File: src/hw/rtl/page_access_tracking_table_unit_macros.svh
// Assertion macros shared by the page access tracking table RTL.
// No dependencies; each user module must have clk and rst_n in scope.
`ifndef PAGE_ACCESS_TRACKING_TABLE_UNIT_MACROS_SVH
`define PAGE_ACCESS_TRACKING_TABLE_UNIT_MACROS_SVH

// Same-cycle implication, disabled in reset.
`define PATT_ASSERT_NOW(label, ante, cons) \
  label: assert property (@(posedge clk) disable iff (!rst_n) (ante) |-> (cons)) \
    else $error("patt: same-cycle check failed");

// Next-cycle implication, disabled in reset.
`define PATT_ASSERT_NEXT(label, ante, cons) \
  label: assert property (@(posedge clk) disable iff (!rst_n) (ante) |=> (cons)) \
    else $error("patt: next-cycle check failed");

`endif

File: src/hw/rtl/patt_ram.sv
// Generic single-port-write, single-port-read RAM with registered read data.
// No dependencies.
`default_nettype none

module patt_ram #(
  parameter int unsigned WIDTH = 8,
  parameter int unsigned DEPTH = 16
) (
  input  wire logic                     clk,
  input  wire logic                     we,
  input  wire logic [$clog2(DEPTH)-1:0] waddr,
  input  wire logic [WIDTH-1:0]         wdata,
  input  wire logic [$clog2(DEPTH)-1:0] raddr,
  output logic      [WIDTH-1:0]         rdata
);

  logic [WIDTH-1:0] mem_r [DEPTH];
  logic [WIDTH-1:0] rdata_r;

  always_ff @(posedge clk) begin
    if (we) begin
      mem_r[waddr] <= wdata;
    end
    rdata_r <= mem_r[raddr];
  end

  assign rdata = rdata_r;

endmodule

`default_nettype wire

File: config.mk
export PLATFORM = sky130hd
export DESIGN_NAME = patt_ram
export DESIGN_NICKNAME = d
export VERILOG_FILES = /design/src/hw/rtl/page_access_tracking_table_unit_macros.svh /design/src/hw/rtl/patt_ram.sv
export SDC_FILE = /design/constraint.sdc
export NUM_CORES = 1
export LEC_CHECK = 0
export ABC_AREA = 1
export BUFFER_PORTS_ARGS = -buffer_cell sky130_fd_sc_hd__buf_4
export CORE_ASPECT_RATIO = 1.25
export CORE_MARGIN = 2
export CORE_UTILIZATION = 51
export CTS_BUF_LIST = sky130_fd_sc_hd__clkbuf_8
export CTS_CLUSTER_SIZE = 30
export DETAILED_ROUTE_END_ITERATION = 8
export GPL_TIMING_DRIVEN = 0
export PLACE_DENSITY = 0.68
export SYNTH_ARGS = -nofsm -noshare
export SYNTH_HDL_FRONTEND = slang
export SYNTH_SLANG_ARGS = --single-unit
File: constraint.sdc
create_clock -name clk -period 1.2 [get_ports clk]
set_input_delay 0.06 -clock clk [delete_from_list [all_inputs] [get_ports clk]]
set_output_delay 0.06 -clock clk [all_outputs]
set_load 0.02 [all_outputs]
==> results of run 1 <==
==> timing repair <==
item	CTS	global route
hold buffers	8	0
setup endpoints to repair	0	8
hold endpoints to repair	116	0
resized for setup	0	1
==> stage by stage <==
step	setup slack, ps	power [mW]
floorplan	189	5.85
global placement	-398	6.15
detailed placement	-409	6.17
CTS	54.2	10.2
global route	18.0	10.5
finish	31.1	10.2
==> layer usage <==
metal	wire (um)	vias to the layer above	track usage [%]
li1	-	1872	-
met1	5480	1800	31.1
met2	6240	189	37.1
met3	1040	26	4.24
met4	373	0	11.3
met5	0	-	0
==> flip-flops by register name (all words and copies together) (netlist names) <==
| signal | cells |
|---|---|
| rdata | 8 |
| mem_r | 128 |
==> layout by cell type (no fill, tap or decap) <==
master / n
inv_2: 2
nor2_2: 1
nand2_1: 173
clkbuf_8: 19
dfxtp_1: 8
clkinv_2: 3
buf_1: 1
nand3b_1: 2
inv_1: 101
bufinv_16: 4
edfxtp_1: 128
nor2_1: 16
buf_2: 13
inv_4: 4
clkinv_4: 1
buf_4: 26
nand3_1: 97
buf_6: 6
dlygate4sd3_1: 8
==> worst max path at each step <==
stage              from  cells past startpoint            to
2_1_floorplan  waddr[2]                      2  mem_r[10][0]
3_3_place_gp   waddr[3]                      3   mem_r[7][3]
3_5_place_dp   waddr[3]                      3   mem_r[7][3]
4_1_cts        waddr[3]                      3   mem_r[7][7]
5_1_grt        waddr[3]                      3   mem_r[6][4]
6_report       waddr[3]                      3   mem_r[6][4]
==> tightest hold or removal path, delay by kind of cell <==
family / cells / cell delay, ps
buffers and inverters: 1 / 160
and+or+nand+nor: 3 / 230
==> power groups by stage <==
stage               logic, mW  clock network (mW)  registers, mW
global placement        0.719                   0           5.43
finish                  0.761                4.07           5.33
global route            0.832                4.30           5.34
CTS                     0.758                4.11           5.33
detailed placement      0.732                   0           5.44
floorplan               0.375                   0           5.47
==> layout make-up <==
type,instances,area share [%]
multi-input combinational,289,18.4
timing repair buffer,30,3.71
sequential,136,60.5
clock inverter,13,2.61
buffer,24,2.51
clock buffer,19,3.95
inverter,102,5.79
tap,135,2.55
==> kinds of logic after synthesis <==
| family | share of synthesized area (%) |
|---|---|
| buf+inv | 9.52 |
| flops | 69.4 |
| simple gates | 21.0 |
==> run_results.csv, run 1 <==
group,metric,value,unit
cells_and_area,finalNonFillerCells,748,
floorplan,die_w,99.1,um
floorplan,num_rows,43,
synth,synth_area_leaders,"edfxtp_1 67%, nand2_1 11%, nand3_1 8.4%",
timing,slew_headroom,36.8,%
power_and_ir_drop,p_comb_share,7.5,%
synth,synthesis.area,5770,um^2
clock_tree,cts.clk_slew.worst_paths,70,ps
global_route,grt_usage,23.3,%
clock_tree,cts_made_buffers,17,
cells_and_area,final_area,6620,um^2
synth,synthDistinctLibCells,12,
floorplan,ios,26,
clock_tree,clk_latency,430,ps
synth,synth_edf_count,128,
run_status,status,"completed",
clock_tree,cts_sinks,136,
placed_design,dp_cells,708,
clock_tree,cts_tree,"done",
placed_design,port_buffers,22,
power_and_ir_drop,intPower,7.92,mW
synth,yosysSeqAreaShare,69.4,%
min_path,min_from,"raddr[2]",
timing,post-route-period-util,97.4,%
synth,synth.most_common_cell,"nand2_1",
min_path,min_path_type,"primary input to flop",
critical_path,max_stage_delay,770,ps
power_and_ir_drop,leakagePower,2.89,nW
critical_path,required,1250,ps
power_and_ir_drop,p_clk_share,40.1,%
power_and_ir_drop,pwr-share-seq,52.4,%
timing,hold_ws,46.9,ps
critical_path,reg2reg_slack,190,ps
timing,max_freq,855,MHz
synth,synthFlopType,"edfxtp_1",
route,route.detailed.drc,0,
cells_and_area,layout-drive-gt1-share,12.9,%
synth,synthArstFlopShare,0,%
clock_tree,post-cts-setup-buffers,0,
global_route,grt_pass1_vias,3783,
critical_path,critPathTopFamily,"simple AND/OR/NAND/NOR gates",
timing,setup_viol,0,
synth,syn_avg_cell_area,10.5,um^2
timing,worst_clock_skew,9.72,ps
floorplan,start_util,52.0,%
critical_path,critPathLaunchType,"primary input",
placed_design,dpl-instance-area,6100,um^2
synth,syn-instance-count,551,
critical_path,critPathMaxFanout,8,
critical_path,crit_path_cell_trace,"buf_4 -> nand3b_1 -> nor2_1",
cells_and_area,multi_input_area,1220,um^2
route,drtPass1Iterations,5,
power_and_ir_drop,swShare,22.1,%
synth,syn-num-nets,569,
cells_and_area,synthToLayoutAreaGrowth,14.8,%
cells_and_area,regArea,4000,um^2
min_path,holdPathEnd,"rdata[5]",
synth,yosysTopAreaCellShare,66.7,%
placed_design,hpwl,8680,um
critical_path,path_class,"primary input to flop",
clock_tree,htreeDepth,4,
cells_and_area,fill_cells,922,
global_route,grt_overflow_total,0,
route,dr.first_iter.drc_count,399,
synth,netlist_top_cells_count,"173 x nand2_1, 128 x edfxtp_1, 100 x inv_1",
placed_design,place.gp.congestion,0.869,
clock_tree,cts_buffer_depth,2,
synth,ys_seq_elements,136,
route,vias_per_cell,5.20,
synth,ys_warn_count,0,
critical_path,critPathBufInv,1,
critical_path,r2r_start,"mem_r[2][0]",
cells_and_area,final_util,59.7,%
critical_path,r2r_end,"rdata[0]",
global_route,antenna_found_initial,0,
timing,hold_viol_final,0,
route,wl_per_cell,17.6,um
synth,yosysTopAreaCell,"edfxtp_1",
global_route,grt_pass1_wl,20500,um
critical_path,cpMaxStageDelayCell,"nor2_1",
route,antenna_left,0,
timing,worst_pin_slew,945,ps
timing,slew_viol_final,0,
timing,fin_crit,1170,ps
min_path,hold_depth,4,
global_route,grt_max_degree,17,
critical_path,critical_path_arrival,1220,ps
power_and_ir_drop,ir_drop,0.751,mV
critical_path,end_kind,"flop",
cells_and_area,antennaDiodeCount,0,
route,wirelength,13100,um
timing,rsz0062_at_grt,"no",
timing,setup_tns,0,ps
clock_tree,cts-root-buf,"clkbuf_8",
power_and_ir_drop,p_switching,2.25,mW
critical_path,rr_worst_depth,6,
floorplan,core_area,11100,um^2
power_and_ir_drop,power.density,1540,nW/um^2
floorplan,die_h,123,um
floorplan,die-area,12200,um^2
route,vias,3887,
flow_run,cap_violations,0,
cells_and_area,nets,618,
Power figures use the tool's default switching activity.
==> run 2: changes to the inputs <==
--- a/config.mk
+++ b/config.mk
@@ -14,7 +14,7 @@
 export CTS_CLUSTER_SIZE = 30
 export DETAILED_ROUTE_END_ITERATION = 8
 export GPL_TIMING_DRIVEN = 0
-export PLACE_DENSITY = 0.68
+export PLACE_DENSITY = 0.71
 export SYNTH_ARGS = -nofsm -noshare
 export SYNTH_HDL_FRONTEND = slang
 export SYNTH_SLANG_ARGS = --single-unit
==> constraint.sdc (replaced) <==
create_clock -name clk -period 1 [get_ports clk]
set_input_delay 0.05 -clock clk [delete_from_list [all_inputs] [get_ports clk]]
set_output_delay 0.05 -clock clk [all_outputs]
set_load 0.02 [all_outputs]
==> run 2 against run 1 <==
The flow now finishes with violations (negative setup slack). Clock-buffer cell count shrank 2. Non-clock buffer count unchanged. Power increased by 14%. Critical path depth did not move. Sequential power increased by 20%. Via count is essentially flat. Critical path type unchanged.
==> run_results.csv, run 2 (same netlist as run 1, synthesis figures left out) <==
group,metric,value,unit
clock_tree,post-cts-setup-buffers,0,
route,vias,3890,
floorplan,ios,26,
power_and_ir_drop,ir_drop,0.916,mV
critical_path,critPathMaxFanout,8,
placed_design,port_buffers,22,
cells_and_area,largest_register_ffs,128,
global_route,grt_usage,23.0,%
min_path,hold_depth,3,
cells_and_area,antennaDiodeCount,0,
floorplan,die-area,12200,um^2
timing,max_freq,849,MHz
timing,slew_headroom,32.7,%
floorplan,num_rows,43,
timing,hold_ws,39.3,ps
global_route,grt_pass1_vias,3804,
clock_tree,cts.clk_slew.worst_paths,80,ps
clock_tree,cts_tree,"done",
global_route,grt_pass1_wl,20400,um
floorplan,start_util,52.0,%
cells_and_area,final_common_cell,"nand2_1",
timing,slew_viol_final,0,
timing,worst_pin_slew,1010,ps
power_and_ir_drop,total_power,11.6,mW
critical_path,required,1060,ps
power_and_ir_drop,leakagePower,2.90,nW
timing,fin_ws,-178,ps
route,wl_per_cell,17.7,um
timing,worst_clock_skew,11.5,ps
floorplan,die_w,99.1,um
clock_tree,cts_buffer_depth,2,
clock_tree,cts-root-buf,"clkbuf_8",
cells_and_area,largest_register,"mem_r",
clock_tree,clk_latency,440,ps
placed_design,place.gp.congestion,0.963,
min_path,min_path_type,"primary input to flop",
critical_path,critical_path_arrival,1240,ps
cells_and_area,nets,618,
global_route,grt_overflow_total,0,
timing,post-route-period-util,118,%
floorplan,core_area,11100,um^2
route,antenna_left,0,
timing,fin_crit,1180,ps
critical_path,critPathLaunchType,"primary input",
timing,setup_viol,17,
timing,setup_tns,-2500,ps
critical_path,path_class,"primary input to flop",
route,vias_per_cell,5.20,
clock_tree,htreeDepth,4,
critical_path,end_kind,"flop",
global_route,antenna_found_initial,0,
cells_and_area,final_util,60.7,%
route,drtPass1Iterations,6,
cells_and_area,layout-drive-gt1-share,18.8,%
global_route,grt_max_degree,17,
clock_tree,cts_sinks,136,
run_status,status,"complete, but fails checks",
flow_run,cap_violations,0,
timing,rsz0062_at_grt,"yes",
run_status,violations,"negative setup slack",
cells_and_area,fill_cells,889,
timing,hold_viol_final,0,
placed_design,hpwl,8750,um
route,route.detailed.drc,0,
clock_tree,cts_made_buffers,17,
route,dr.first_iter.drc_count,367,
cells_and_area,synthToLayoutAreaGrowth,16.7,%
cells_and_area,final_cell_mix,"169 x nand2_1, 128 x edfxtp_1, 100 x inv_1",
floorplan,die_h,123,um
route,wirelength,13200,um
power_and_ir_drop,power.density,1720,nW/um^2
critical_path,rr_worst_depth,6,
run 2: changes by cell type in the layout (fill, tap and decap cells not counted), sizes merged:
cell	delta
clkinv	+5
inv	-5
clkinvlp	+4
bufinv	-2
clkbuf	-2
run 2: worst paths after layout:
check | from | to | slack [ps]
max reg2reg | mem_r[0][7] | rdata[7] | 10
max | waddr[3] | mem_r[7][4] | -180
min reg2reg | mem_r[10][2] | rdata[2] | 670
min | raddr[3] | rdata[3] | 40
run 2: cell type report:
class                      count  area (um^2)  share of cell area (%)
clock buffer                  17          234                    3.48
sequential                   136         4000                    59.5
inverter                     102          383                    5.69
clock inverter                15          136                    2.03
tap                          135          169                    2.51
timing repair buffer          30          245                    3.64
multi-input combinational    289         1390                    20.7
buffer                        24          166                    2.47
run 2: metrics by stage:
stage               std cells  instance area [um^2]  setup slack, ps
floorplan                 551                  5770           -0.845
global placement          708                  6100             -607
detailed placement        708                  6100             -631
CTS                       748                  6580             -167
global route              748                  6730             -216
finish                    748                  6730             -178
run 2: worst max-delay path, cell delays in order:
cell	delay [ps]
buf_4	120
nand3b_1	250
nor2_1	810
run 2: metal layers:
layer	part of all wire, %	routed length, um	GRT usage, %
met1	41	5380	28.9
met2	50	6580	37.4
met3	6.8	901	5.54
met4	2.7	353	12.0
met5	0	0	0
run 2: power by group:
part           total, mW  leakage (nW)  switching (mW)  internal (mW)
clock network       4.23         0.182            2.06           2.16
registers           6.40          1.22          0.0359           6.36
logic              0.977          1.50           0.651          0.327
total               11.6          2.90            2.75           8.86
run 2: repair_timing:
item | CTS | global route
endpoints found under the hold margin | 128 | 0
pin swaps | 0 | 23
gates resized for setup | 7 | 33
hold buffers | 8 | 0
setup endpoints to repair | 27 | 60
gates cloned | 0 | 0
